File: src/assert_macros.svh
// assertion macros used by the converter top level
`ifndef ASSERT_MACROS_SVH
`define ASSERT_MACROS_SVH

// property must hold at every clock edge outside reset
`define ASSERT_CLK(name, prop, msg) \
    name: assert property (@(posedge clk) disable iff (!rst_n) (prop)) else $error(msg);

// condition must never be seen at a clock edge outside reset
`define ASSERT_NEVER(name, cond, msg) \
    name: assert property (@(posedge clk) disable iff (!rst_n) !(cond)) else $error(msg);

`endif

File: src/rgb2yuv_pkg.sv
// ============================================================================
// rgb2yuv_pkg
// Shared types, constants and arithmetic helpers for the rgb to yuv 4:2:0
// converter.
// ============================================================================
package rgb2yuv_pkg;

    // frame geometry
    localparam int MAX_DIMENSION = 4096;
    localparam int DIM_W         = $clog2(MAX_DIMENSION + 1);
    localparam int CNT_W         = $clog2(MAX_DIMENSION);

    // configuration port
    localparam int APB_ADDR_W = 3;
    localparam int APB_DATA_W = 32;
    localparam int REG_IDX_W  = 1;

    localparam logic [REG_IDX_W-1:0] REG_FRAME_WIDTH  = 1'b0;
    localparam logic [REG_IDX_W-1:0] REG_FRAME_HEIGHT = 1'b1;

    localparam logic [DIM_W-1:0] FRAME_WIDTH_RESET  = DIM_W'(640);
    localparam logic [DIM_W-1:0] FRAME_HEIGHT_RESET = DIM_W'(480);

    // color math
    localparam int PIX_W = 8;
    localparam int SUM_W = 18;

    localparam logic signed [SUM_W-1:0] Y_COEF_R  = 18'sd66;
    localparam logic signed [SUM_W-1:0] Y_COEF_G  = 18'sd129;
    localparam logic signed [SUM_W-1:0] Y_COEF_B  = 18'sd25;
    localparam logic signed [SUM_W-1:0] U_COEF_R  = -18'sd38;
    localparam logic signed [SUM_W-1:0] U_COEF_G  = -18'sd74;
    localparam logic signed [SUM_W-1:0] U_COEF_B  = 18'sd112;
    localparam logic signed [SUM_W-1:0] V_COEF_R  = 18'sd112;
    localparam logic signed [SUM_W-1:0] V_COEF_G  = -18'sd94;
    localparam logic signed [SUM_W-1:0] V_COEF_B  = -18'sd18;
    localparam logic signed [SUM_W-1:0] ROUND     = 18'sd128;
    localparam logic signed [SUM_W-1:0] Y_OFFSET  = 18'sd16;
    localparam logic signed [SUM_W-1:0] C_OFFSET  = 18'sd128;
    localparam logic signed [SUM_W-1:0] PIX_MAX   = 18'sd255;

    // position of one item inside the frame
    typedef struct packed {
        logic even_col;
        logic odd_row;
        logic frame_end;
    } pos_info_t;

    // floor shift, offset and clip to one byte
    function automatic logic [PIX_W-1:0] clip_sample(
        input logic signed [SUM_W-1:0] sum,
        input logic signed [SUM_W-1:0] offset
    );
        logic signed [SUM_W-1:0] val;
        val = (sum >>> 8) + offset;
        if (val < 0)
        begin
            return '0;
        end
        else if (val > PIX_MAX)
        begin
            return '1;
        end
        else
        begin
            return val[PIX_W-1:0];
        end
    endfunction

endpackage

File: src/rgb2yuv_regs.sv
// ============================================================================
// rgb2yuv_regs
// APB-style configuration registers: frame width and frame height.
// ============================================================================
module rgb2yuv_regs
(
    input  logic                                   clk,
    input  logic                                   rst_n,
    input  logic                                   psel,
    input  logic                                   penable,
    input  logic                                   pwrite,
    input  logic [rgb2yuv_pkg::APB_ADDR_W-1:0]     paddr,
    input  logic [rgb2yuv_pkg::APB_DATA_W-1:0]     pwdata,
    output logic [rgb2yuv_pkg::APB_DATA_W-1:0]     prdata,
    output logic [rgb2yuv_pkg::DIM_W-1:0]          frame_width,
    output logic [rgb2yuv_pkg::DIM_W-1:0]          frame_height
);

    logic [rgb2yuv_pkg::DIM_W-1:0]     frame_width_reg;
    logic [rgb2yuv_pkg::DIM_W-1:0]     frame_height_reg;
    logic [rgb2yuv_pkg::DIM_W-1:0]     frame_width_next;
    logic [rgb2yuv_pkg::DIM_W-1:0]     frame_height_next;
    logic [rgb2yuv_pkg::REG_IDX_W-1:0] reg_idx;
    logic                              wr_en;

    // register index from the word address
    assign reg_idx = paddr[rgb2yuv_pkg::APB_ADDR_W-1:2];
    assign wr_en   = psel && penable && pwrite;

    // write decode
    always_comb
    begin
        frame_width_next  = frame_width_reg;
        frame_height_next = frame_height_reg;
        if (wr_en)
        begin
            case (reg_idx)
                rgb2yuv_pkg::REG_FRAME_WIDTH:
                begin
                    frame_width_next = pwdata[rgb2yuv_pkg::DIM_W-1:0];
                end
                rgb2yuv_pkg::REG_FRAME_HEIGHT:
                begin
                    frame_height_next = pwdata[rgb2yuv_pkg::DIM_W-1:0];
                end
                default:
                begin
                    frame_width_next = frame_width_reg;
                end
            endcase
        end
    end

    always_ff @(posedge clk or negedge rst_n)
    begin
        if (!rst_n)
        begin
            frame_width_reg  <= rgb2yuv_pkg::FRAME_WIDTH_RESET;
            frame_height_reg <= rgb2yuv_pkg::FRAME_HEIGHT_RESET;
        end
        else
        begin
            frame_width_reg  <= frame_width_next;
            frame_height_reg <= frame_height_next;
        end
    end

    // read mux
    always_comb
    begin
        case (reg_idx)
            rgb2yuv_pkg::REG_FRAME_WIDTH:
            begin
                prdata = rgb2yuv_pkg::APB_DATA_W'(frame_width_reg);
            end
            rgb2yuv_pkg::REG_FRAME_HEIGHT:
            begin
                prdata = rgb2yuv_pkg::APB_DATA_W'(frame_height_reg);
            end
            default:
            begin
                prdata = '0;
            end
        endcase
    end

    assign frame_width  = frame_width_reg;
    assign frame_height = frame_height_reg;

endmodule

File: src/rgb2yuv_position.sv
// ============================================================================
// rgb2yuv_position
// Column and row counters that track the raster position of each item
// against the configured frame size.
// ============================================================================
module rgb2yuv_position
(
    input  logic                               clk,
    input  logic                               rst_n,
    input  logic [rgb2yuv_pkg::DIM_W-1:0]      frame_width,
    input  logic [rgb2yuv_pkg::DIM_W-1:0]      frame_height,
    input  logic                               advance,
    output rgb2yuv_pkg::pos_info_t             pos
);

    logic [rgb2yuv_pkg::CNT_W-1:0] col_reg;
    logic [rgb2yuv_pkg::CNT_W-1:0] row_reg;
    logic [rgb2yuv_pkg::CNT_W-1:0] col_next;
    logic [rgb2yuv_pkg::CNT_W-1:0] row_next;
    logic [rgb2yuv_pkg::DIM_W-1:0] eff_width;
    logic [rgb2yuv_pkg::DIM_W-1:0] eff_height;
    logic                          last_col;
    logic                          last_row;

    // zero acts as one, oversize acts as the maximum
    always_comb
    begin
        if (frame_width == '0)
        begin
            eff_width = rgb2yuv_pkg::DIM_W'(1);
        end
        else if (frame_width > rgb2yuv_pkg::DIM_W'(rgb2yuv_pkg::MAX_DIMENSION))
        begin
            eff_width = rgb2yuv_pkg::DIM_W'(rgb2yuv_pkg::MAX_DIMENSION);
        end
        else
        begin
            eff_width = frame_width;
        end

        if (frame_height == '0)
        begin
            eff_height = rgb2yuv_pkg::DIM_W'(1);
        end
        else if (frame_height > rgb2yuv_pkg::DIM_W'(rgb2yuv_pkg::MAX_DIMENSION))
        begin
            eff_height = rgb2yuv_pkg::DIM_W'(rgb2yuv_pkg::MAX_DIMENSION);
        end
        else
        begin
            eff_height = frame_height;
        end
    end

    // a counter at or past the last position counts as the last position
    assign last_col = (rgb2yuv_pkg::DIM_W'(col_reg) + rgb2yuv_pkg::DIM_W'(1)) >= eff_width;
    assign last_row = (rgb2yuv_pkg::DIM_W'(row_reg) + rgb2yuv_pkg::DIM_W'(1)) >= eff_height;

    // counter advance on each accepted item
    always_comb
    begin
        col_next = col_reg;
        row_next = row_reg;
        if (advance)
        begin
            if (last_col)
            begin
                col_next = '0;
                row_next = last_row ? '0 : row_reg + 1'b1;
            end
            else
            begin
                col_next = col_reg + 1'b1;
            end
        end
    end

    always_ff @(posedge clk or negedge rst_n)
    begin
        if (!rst_n)
        begin
            col_reg <= '0;
            row_reg <= '0;
        end
        else
        begin
            col_reg <= col_next;
            row_reg <= row_next;
        end
    end

    assign pos.even_col  = ~col_reg[0];
    assign pos.odd_row   = row_reg[0];
    assign pos.frame_end = last_col && last_row;

endmodule

File: src/rgb2yuv_csc.sv
// ============================================================================
// rgb2yuv_csc
// BT.601 integer color conversion: luma for every item, U or V for items in
// even columns.
// ============================================================================
module rgb2yuv_csc
(
    input  logic [rgb2yuv_pkg::PIX_W-1:0]  red,
    input  logic [rgb2yuv_pkg::PIX_W-1:0]  green,
    input  logic [rgb2yuv_pkg::PIX_W-1:0]  blue,
    input  rgb2yuv_pkg::pos_info_t         pos,
    output logic [rgb2yuv_pkg::PIX_W-1:0]  luma,
    output logic [rgb2yuv_pkg::PIX_W-1:0]  chroma,
    output logic                           chroma_valid,
    output logic                           chroma_is_v
);

    logic signed [rgb2yuv_pkg::SUM_W-1:0] r_s;
    logic signed [rgb2yuv_pkg::SUM_W-1:0] g_s;
    logic signed [rgb2yuv_pkg::SUM_W-1:0] b_s;
    logic signed [rgb2yuv_pkg::SUM_W-1:0] y_sum;
    logic signed [rgb2yuv_pkg::SUM_W-1:0] c_sum;

    // widen to signed
    assign r_s = $signed({{(rgb2yuv_pkg::SUM_W - rgb2yuv_pkg::PIX_W){1'b0}}, red});
    assign g_s = $signed({{(rgb2yuv_pkg::SUM_W - rgb2yuv_pkg::PIX_W){1'b0}}, green});
    assign b_s = $signed({{(rgb2yuv_pkg::SUM_W - rgb2yuv_pkg::PIX_W){1'b0}}, blue});

    // luma
    assign y_sum = rgb2yuv_pkg::Y_COEF_R * r_s + rgb2yuv_pkg::Y_COEF_G * g_s
                 + rgb2yuv_pkg::Y_COEF_B * b_s + rgb2yuv_pkg::ROUND;
    assign luma  = rgb2yuv_pkg::clip_sample(y_sum, rgb2yuv_pkg::Y_OFFSET);

    // chroma: V on odd rows, U on even rows
    always_comb
    begin
        if (pos.odd_row)
        begin
            c_sum = rgb2yuv_pkg::V_COEF_R * r_s + rgb2yuv_pkg::V_COEF_G * g_s
                  + rgb2yuv_pkg::V_COEF_B * b_s + rgb2yuv_pkg::ROUND;
        end
        else
        begin
            c_sum = rgb2yuv_pkg::U_COEF_R * r_s + rgb2yuv_pkg::U_COEF_G * g_s
                  + rgb2yuv_pkg::U_COEF_B * b_s + rgb2yuv_pkg::ROUND;
        end
    end

    // odd columns carry no chroma
    assign chroma_valid = pos.even_col;
    assign chroma_is_v  = pos.even_col && pos.odd_row;
    assign chroma       = pos.even_col
                        ? rgb2yuv_pkg::clip_sample(c_sum, rgb2yuv_pkg::C_OFFSET) : '0;

endmodule

File: src/rgb_to_yuv420_converter_top.sv
// ============================================================================
// rgb_to_yuv420_converter_top
// RGB24 to YUV 4:2:0 pixel converter, BT.601 integer form.
// ============================================================================
// One pixel item is taken per clock while in_ready is high, and one result
// item comes out per pixel. An accepted item is captured, with its raster
// position, in the input register; the color conversion runs between that
// register and the output register, which loads the result once it is free
// or being drained. in_ready is high while the input register is empty or
// the output register is free or being drained, so sustained throughput is
// one item per cycle; a stalled output only holds the input once both
// registers are full. Frame width and height are set through the APB port
// (byte addresses 0 and 4); a new size applies from the next accepted item,
// and a position at or past a shrunk size counts as the last.
module rgb_to_yuv420_converter_top
(
    input  logic                                clk,
    input  logic                                rst_n,
    // configuration port
    input  logic                                psel,
    input  logic                                penable,
    input  logic                                pwrite,
    input  logic [rgb2yuv_pkg::APB_ADDR_W-1:0]  paddr,
    input  logic [rgb2yuv_pkg::APB_DATA_W-1:0]  pwdata,
    output logic [rgb2yuv_pkg::APB_DATA_W-1:0]  prdata,
    output logic                                pready,
    // pixel input
    input  logic                                in_valid,
    output logic                                in_ready,
    input  logic [rgb2yuv_pkg::PIX_W-1:0]       red,
    input  logic [rgb2yuv_pkg::PIX_W-1:0]       green,
    input  logic [rgb2yuv_pkg::PIX_W-1:0]       blue,
    // result output
    output logic                                out_valid,
    input  logic                                out_ready,
    output logic [rgb2yuv_pkg::PIX_W-1:0]       luma,
    output logic [rgb2yuv_pkg::PIX_W-1:0]       chroma,
    output logic                                chroma_valid,
    output logic                                chroma_is_v,
    output logic                                frame_end
);

    logic [rgb2yuv_pkg::DIM_W-1:0]  frame_width;
    logic [rgb2yuv_pkg::DIM_W-1:0]  frame_height;
    rgb2yuv_pkg::pos_info_t         cur_pos;
    logic                           in_accept;
    logic                           out_free;

    // input stage
    logic                           in_valid_reg;
    logic                           in_valid_next;
    logic [rgb2yuv_pkg::PIX_W-1:0]  red_reg;
    logic [rgb2yuv_pkg::PIX_W-1:0]  green_reg;
    logic [rgb2yuv_pkg::PIX_W-1:0]  blue_reg;
    rgb2yuv_pkg::pos_info_t         pos_reg;

    // conversion results
    logic [rgb2yuv_pkg::PIX_W-1:0]  luma_next;
    logic [rgb2yuv_pkg::PIX_W-1:0]  chroma_next;
    logic                           chroma_valid_next;
    logic                           chroma_is_v_next;

    // output stage
    logic                           out_valid_reg;
    logic                           out_valid_next;
    logic [rgb2yuv_pkg::PIX_W-1:0]  luma_reg;
    logic [rgb2yuv_pkg::PIX_W-1:0]  chroma_reg;
    logic                           chroma_valid_reg;
    logic                           chroma_is_v_reg;
    logic                           frame_end_reg;

    // configuration registers
    rgb2yuv_regs u_regs
    (
        .clk          (clk),
        .rst_n        (rst_n),
        .psel         (psel),
        .penable      (penable),
        .pwrite       (pwrite),
        .paddr        (paddr),
        .pwdata       (pwdata),
        .prdata       (prdata),
        .frame_width  (frame_width),
        .frame_height (frame_height)
    );

    assign pready = 1'b1;

    // handshake
    assign out_free  = !out_valid_reg || out_ready;
    assign in_ready  = !in_valid_reg || out_free;
    assign in_accept = in_valid && in_ready;

    // raster position of the incoming item
    rgb2yuv_position u_position
    (
        .clk          (clk),
        .rst_n        (rst_n),
        .frame_width  (frame_width),
        .frame_height (frame_height),
        .advance      (in_accept),
        .pos          (cur_pos)
    );

    // input register
    always_comb
    begin
        if (in_accept)
        begin
            in_valid_next = 1'b1;
        end
        else if (out_free)
        begin
            in_valid_next = 1'b0;
        end
        else
        begin
            in_valid_next = in_valid_reg;
        end
    end

    always_ff @(posedge clk or negedge rst_n)
    begin
        if (!rst_n)
        begin
            in_valid_reg <= 1'b0;
        end
        else
        begin
            in_valid_reg <= in_valid_next;
        end
    end

    always_ff @(posedge clk)
    begin
        if (in_accept)
        begin
            red_reg   <= red;
            green_reg <= green;
            blue_reg  <= blue;
            pos_reg   <= cur_pos;
        end
    end

    // color conversion
    rgb2yuv_csc u_csc
    (
        .red          (red_reg),
        .green        (green_reg),
        .blue         (blue_reg),
        .pos          (pos_reg),
        .luma         (luma_next),
        .chroma       (chroma_next),
        .chroma_valid (chroma_valid_next),
        .chroma_is_v  (chroma_is_v_next)
    );

    // output register
    assign out_valid_next = out_free ? in_valid_reg : out_valid_reg;

    always_ff @(posedge clk or negedge rst_n)
    begin
        if (!rst_n)
        begin
            out_valid_reg <= 1'b0;
        end
        else
        begin
            out_valid_reg <= out_valid_next;
        end
    end

    always_ff @(posedge clk)
    begin
        if (out_free && in_valid_reg)
        begin
            luma_reg         <= luma_next;
            chroma_reg       <= chroma_next;
            chroma_valid_reg <= chroma_valid_next;
            chroma_is_v_reg  <= chroma_is_v_next;
            frame_end_reg    <= pos_reg.frame_end;
        end
    end

    assign out_valid    = out_valid_reg;
    assign luma         = luma_reg;
    assign chroma       = chroma_reg;
    assign chroma_valid = chroma_valid_reg;
    assign chroma_is_v  = chroma_is_v_reg;
    assign frame_end    = frame_end_reg;

    // checks
`include "assert_macros.svh"

    `ASSERT_CLK(a_stall_means_full, !in_ready |-> (in_valid_reg && out_valid_reg), "in_ready low with a free stage")
    `ASSERT_CLK(a_frame_wraps, (in_accept && cur_pos.frame_end) |=> (cur_pos.even_col && !cur_pos.odd_row), "position did not wrap after frame end")
    `ASSERT_NEVER(a_v_without_chroma, out_valid_reg && chroma_is_v_reg && !chroma_valid_reg, "V flagged on an item without chroma")
    `ASSERT_NEVER(a_stray_chroma, out_valid_reg && !chroma_valid_reg && (chroma_reg != '0), "chroma value on an item without chroma")

endmodule
File: config.mk
export PLATFORM = sky130hd
export DESIGN_NAME = rgb_to_yuv420_converter_top
export DESIGN_NICKNAME = d
export VERILOG_FILES = /design/src/rgb2yuv_pkg.sv /design/src/rgb2yuv_regs.sv /design/src/rgb2yuv_position.sv /design/src/rgb2yuv_csc.sv /design/src/rgb_to_yuv420_converter_top.sv
export VERILOG_INCLUDE_DIRS = /design/src /design/src/src
export SDC_FILE = /design/constraint.sdc
export NUM_CORES = 1
export LEC_CHECK = 0
export ABC_AREA = 1
export BUFFER_PORTS_ARGS = -buffer_cell sky130_fd_sc_hd__buf_2
export CAP_MARGIN = 20
export CELL_PAD_IN_SITES_DETAIL_PLACEMENT = 0
export CELL_PAD_IN_SITES_GLOBAL_PLACEMENT = 1
export CORE_ASPECT_RATIO = 0.9
export CORE_MARGIN = 2
export CORE_UTILIZATION = 34
export CTS_BUF_LIST = sky130_fd_sc_hd__clkbuf_8
export CTS_CLUSTER_DIAMETER = 150
export DETAILED_ROUTE_END_ITERATION = 6
export PLACE_DENSITY = 0.66
export SETUP_SLACK_MARGIN = 0.4
export SLEW_MARGIN = 25
export SYNTH_ARGS = -nofsm -noshare
export SYNTH_HDL_FRONTEND = slang
export SYNTH_SLANG_ARGS = --single-unit
export TNS_END_PERCENT = 10
File: constraint.sdc
create_clock -name clk -period 8.2 [get_ports clk]
set_input_delay 0 -clock clk [delete_from_list [all_inputs] [get_ports clk]]
set_output_delay 0 -clock clk [all_outputs]
set_load 0.05 [all_outputs]
---- Yosys cells after proc, flatten, opt, wreduce, memory -nomap -nowiden ----
Index checks and enable logic that the tools add are counted.
word-level totals
  register bits ........................... 98
  input bits .............................. 66
  output and inout bits ................... 54
cells by class
  $add $sub $neg .......................... 15
  $mul .................................... 9
  order comparisons ....................... 8
  muxes and demuxes ....................... 12
  bitwise logic cells ..................... 3
  reductions and logical operators ........ 17
operator list
  operator                 number
  $add A18 B18 Y18         6
  $pmux W32 S2             1
  $add A18 B9 Y18 const B  3
  $mux W13                 4
  $mul A7 B9 Y16 const A   2
  $add A12 B1 Y13 const B  2
  $ge A13 B13 Y1           2
  $gt A13 B13 Y1 const B   2
  $logic_not A13 Y1        2
  $add A12 B1 Y12 const B  2
  $mux W12                 2
  $gt A11 B9 Y1 const B    2
  $lt A11 B1 Y1 const B    2
  $mul A3 B8 Y11 const A   2
  $mux W18                 1
  $mul A8 B8 Y16 const A   1
  $mux W8                  2
  $mul A6 B9 Y15 const A   1
  $mul A5 B9 Y14 const A   1
  $mul A6 B8 Y14 const A   1
  $mul A5 B8 Y13 const A   1
  $add A10 B6 Y11 const B  1
  $add A10 B9 Y11 const B  1
  $logic_and A1 B1 Y1      6
  7 further kinds          14

---- Depth between registers and ports, before layout ----
  depth after elaboration ................. 8
  depth in mapped cells ................... 39
  gate-level depth less buffers ........... 39

---- Hierarchy ----
A second synthesis with hierarchy kept.
unflattened totals
  cells, all modules ...................... 1,980
  area total of the unflattened synthesis .. 15,439.8 um^2
by module, submodules not included
  module                       instances  cells an instance  area an instance (um^2)  sequential area each (um^2)
  rgb2yuv_csc                  1          1,363              10,151.0                 0.0
  rgb2yuv_position             1          379                2,422.3                  600.6
  rgb_to_yuv420_converter_top  1          60                 1,487.7                  1,431.4
  rgb2yuv_regs                 1          178                1,378.8                  658.1

---- Worst setup path before layout ----
OpenSTA, ideal clock, no wires.
  path kind ............................... reg-to-reg
  from .................................... register red_reg[5] in the netlist's numbering
  to ...................................... register chroma_reg (netlist bit chroma[7]), data pin
  arrival time ............................ 6.192 ns
  required time ........................... 7.951 ns
  path slack .............................. 1.759 ns
  cell stages (with the launch flop) ...... 34
  buffers on the path ..................... 0
  period minus slack after synthesis ...... 6.441 ns
  cell sequence ........................... edfxtp_1 inv_1 ha_1 inv_1 fa_1 fa_1 ha_1 ha_1 a21oi_1 o21ai_0 a21oi_1 nor2_1 o21ai_0 nand2_1 xor2_1 fa_1 inv_1 ha_1 ha_1 a21oi_1 o21ai_0 a21oi_1 nand2_1 nand2_1 nand3_1 nand2_1 inv_1 ha_1 inv_1 nand2_1 nor2_4 nand3_1 nand2_1 inv_1
between the ends
  word-level cells in the longest chain between the ends .. 8
  elaborated cells between the ends (all ways) .. 14
ends and longest elaborated chain
  what                                                     RTL line                              text
  from (decl)                                              rgb_to_yuv420_converter_top.sv:52     logic [rgb2yuv_pkg::PIX_W-1:0] red_reg;
  from (signal assigned)                                   rgb_to_yuv420_converter_top.sv:138    red_reg <= red;
  $mul A6 B9 Y15 / $mul A3 B8 Y11 (equally long branches)  rgb2yuv_csc.sv:44, rgb2yuv_csc.sv:39
  $add A18 B18 Y18 (on tied branches)                      rgb2yuv_csc.sv:44, rgb2yuv_csc.sv:39
  $add A18 B18 Y18 (on tied branches)                      rgb2yuv_csc.sv:45, rgb2yuv_csc.sv:40
  $add A18 B9 Y18 (on tied branches)                       rgb2yuv_csc.sv:45, rgb2yuv_csc.sv:40
  $mux W18 *                                               rgb2yuv_csc.sv:37                     if (pos.odd_row)
  $add A10 B9 Y11 *                                        rgb2yuv_pkg.sv:55                     val = (sum >>> 8) + offset;
  $gt A11 B9 Y1 / $lt A11 B1 Y1 (equally long branches)    rgb2yuv_pkg.sv:60, rgb2yuv_pkg.sv:56
  $mux W8 / $reduce_or A2 Y1 (equally long branches)       n/a
  to (signal assigned)                                     rgb_to_yuv420_converter_top.sv:178    chroma_reg <= chroma_next;
  to (decl)                                                rgb_to_yuv420_converter_top.sv:67     logic [rgb2yuv_pkg::PIX_W-1:0] chroma_reg;
Mark *: on every way between the ends. The rest lies on a longest branch, timed or not.
A chain may end at the register's enable or synchronous reset.

---- Worst setup path in the final report ----
  from .................................... register blue_reg[6] in the netlist's numbering
  to ...................................... register chroma_reg (netlist bit chroma[2]), data pin
between the ends
  word-level cells in the longest chain between the ends .. 7
  elaborated cells between the ends (all ways) .. 12
ends and longest elaborated chain
  what                                                     RTL line                              text
  from (decl)                                              rgb_to_yuv420_converter_top.sv:54     logic [rgb2yuv_pkg::PIX_W-1:0] blue_reg;
  from (signal assigned)                                   rgb_to_yuv420_converter_top.sv:140    blue_reg <= blue;
  $mul A5 B9 Y14 / $mul A3 B8 Y11 (equally long branches)  rgb2yuv_csc.sv:40, rgb2yuv_csc.sv:45
  $add A18 B18 Y18 (on tied branches)                      rgb2yuv_csc.sv:40, rgb2yuv_csc.sv:45
  $add A18 B9 Y18 (on tied branches)                       rgb2yuv_csc.sv:40, rgb2yuv_csc.sv:45
  $mux W18 *                                               rgb2yuv_csc.sv:37
  $add A10 B9 Y11 *                                        rgb2yuv_pkg.sv:55
  $gt A11 B9 Y1 / $lt A11 B1 Y1 (equally long branches)    rgb2yuv_pkg.sv:60, rgb2yuv_pkg.sv:56
  $mux W8 / $reduce_or A2 Y1 (equally long branches)       n/a
Marked as above.

==> run_results.csv <==
group,metric,value,unit
worst_hold_path,hold_path_class,"primary input to async pin",
grt,overflow,0,
synth,yosys-top-cells-area,"ha_1 (27%), fa_1 (13%), nand2_1 (9.9%), inv_1 (9.8%), edfxtp_1 (9.3%)",
route,viasPerCell,4.697,
timing,fin_crit,7.146,ns
final_layout,drive_gt1_frac,0.06951,
timing,fin_skew,0.02455,ns
route,dr.pass1.iters,5,
synth,ys_seq_area_frac,0.1812,
worst_setup_path,setup.worst_path.class,"register to register",
clock_network,cts_resized,0,
timing,fin_crit_sh,0.8715,
worst_setup_path,critPathArrivalTime,7.34,ns
route,post_drt_wl_per_cell,15.11,µm
floorplanning,die-area,45360,µm²
clock_network,cts-root-buf,"clkbuf_8",
route,drc,0,
synth,async_flop_share,0.5306,
synth,ys_types,44,
grt,track_usage,0.1802,
job,max-cap-violations,0,
worst_setup_path,critPathLaunchType,"register",
placed_design,portBuffers,78,
synth,synth_edf_count,46,
synth,synth.largest_area_cell,"ha_1",
synth,yosysWarnings,0,
synth,syn_inst,1878,
final_layout,layout.nets,2488,
worst_setup_path,cpMostUsedCell,"nand2_1",
placed_design,dp_hpwl,33260,µm
timing,rsz0062_at_grt,"false",
floorplanning,die_h,202.3,µm
run_status,outcome,"completed",
final_layout,area_delta_synth_final,11.38,%
route,num_vias,12070,
timing,final_max_slew_viol_count,0,
timing,hold_viol,0,
grt,grt_pass1_vias,12250,
synth,synth-main-ff-cell,"edfxtp_1",
worst_setup_path,cpPeakStageDelay,0.58,ns
timing,setup_violations,0,
synth,yosys.area.top_type_share,0.2654,
clock_network,cts_buffer_depth,2,
synth,synth.cell_area,14850,µm²
clock_network,cts_buffers,9,
grt,antenna_found_initial,0,
worst_setup_path,crit_path_top_delay_cell,"edfxtp_1",
timing,worstMarginPinSlew,0.7329,ns
worst_setup_path,cp_max_fo,8,
worst_setup_path,rr_startpoint,"blue_reg[6]",
route,ant_nets,0,
floorplanning,core,43060,µm²
route,drt_iter0_drc,598,
final_layout,antenna_cells,0,
clock_network,clkLatencyLatePin,0.45,ns
worst_setup_path,cp-startpoint,"blue_reg[6]",
route,routed_wl,38810,µm
clock_network,path_clk_slew,0.12,ns
worst_setup_path,worstPathRequired,8.40,ns
floorplanning,row_count,72,
synth,synth.avg_cell_area,7.906,µm²
grt,grt_pass1_wl,63720,µm
final_layout,final_common_cell,"nand2_1",
timing,timing.slew.headroom,0.5102,
floorplanning,die_w,224.3,µm
clock_network,cts_max_level,3,
timing,fmax,139.9,MHz
final_layout,layout_common_cells,"nand2_1 (393), inv_1 (388), ha_1 (315)",
clock_network,cts_num_sinks,98,
grt,grt_start_max_net_pins,53,
timing,setup_tns,0,ns
synth,ys_ff_latch,98,
floorplanning,ios,120,
floorplanning,initial_utilization,0.3448,
worst_setup_path,cp-end-kind,"register",
clock_network,cts_tree,"yes",
placed_design,place.gp.congestion,0.8623,
Yosys cell counts, drive strengths merged, types with 6 or more instances:
cell / count
xnor2: 19
o31ai: 6
a21o: 8
a21oi: 94
clkbuf: 10
ha: 315
nor4: 10
buf: 21
nand3b: 7
edfxtp: 46
dfrtp: 46
nor3: 11
nand4: 16
inv: 392
dfstp: 6
o21ai: 88
o21bai: 11
xor2: 53
nand3: 108
nor2: 96
nand2: 400
fa: 98
metrics by stage:
step	setup WS, ns	utilization	hold slack (ns)	instance area [µm²]	instances
global route	0.4253	0.3840	0.2143	16540	2569
floorplan	1.759	-	-0.2956	14920	1896
finish	1.054	0.3840	0.2205	16540	2569
CTS	0.7847	0.3830	0.2004	16490	2563
detailed placement	0.8685	0.3689	0.1781	15890	2507
global placement	0.8893	0.3688	0.1763	15880	2507
timing repair:
action | 4_1_cts | 5_1_grt
endpoints found under the setup margin | 0 | 7
hold endpoints to repair | 98 | 0
setup buffers | 0 | 6
hold buffers | 40 | 0
layout make-up:
cell class	instances	area, µm²
Timing Repair Buffer	133	903.4
Sequential cell	98	2690
Clock inverter	7	81.33
Tap cell	555	694.4
Multi-Input combinational cell	1374	10570
Clock buffer	9	123.9
Fill cell	4490	26520
Inverter	393	1475
routing by layer:
metal / GRT usage / share of wire
met4: 0.05298 / 0.025
met5: 0 / 0
met1: 0.2515 / 0.51
met2: 0.2847 / 0.44
met3: 0.03169 / 0.031
cells by family after synthesis:
kind of cell | Yosys count | synth area share
AND/OR/NAND/NOR | 655 | 0.1879
buffers and inverters | 424 | 0.1123
adder cells (fa/ha/maj) | 413 | 0.3976
AO/OA/AOI/OAI | 214 | 0.07803
flip-flops | 98 | 0.1812
XOR/XNOR | 72 | 0.04247
other | 2 | 0.0005058
worst paths after layout:
path / endpoint / slack [ns] / cells past startpoint
max: chroma[2] / 1.05 / 37
min: out_valid / 0.22 / 3
max reg2reg: chroma[2] / 1.05 / 37
min reg2reg: frame_end / 0.49 / 0
max in group asynchronous: u_position.col_reg[4] / 7.49 / 3
min in group clk: red_reg[0] / 0.25 / 2
critical path, delay by kind of cell (launching register included):
kind | cells | cell delay (ns)
buf+inv | 7 | 0.56
xor+xnor | 1 | 0.38
simple gates | 16 | 1.35
flops | 1 | 0.58
compound gates | 5 | 0.79
fa+ha+maj | 8 | 3.22
Power is left out: the tool's default activity adds up to more than one toggle a clock period on the data nets, which glitch-free logic cannot reach.
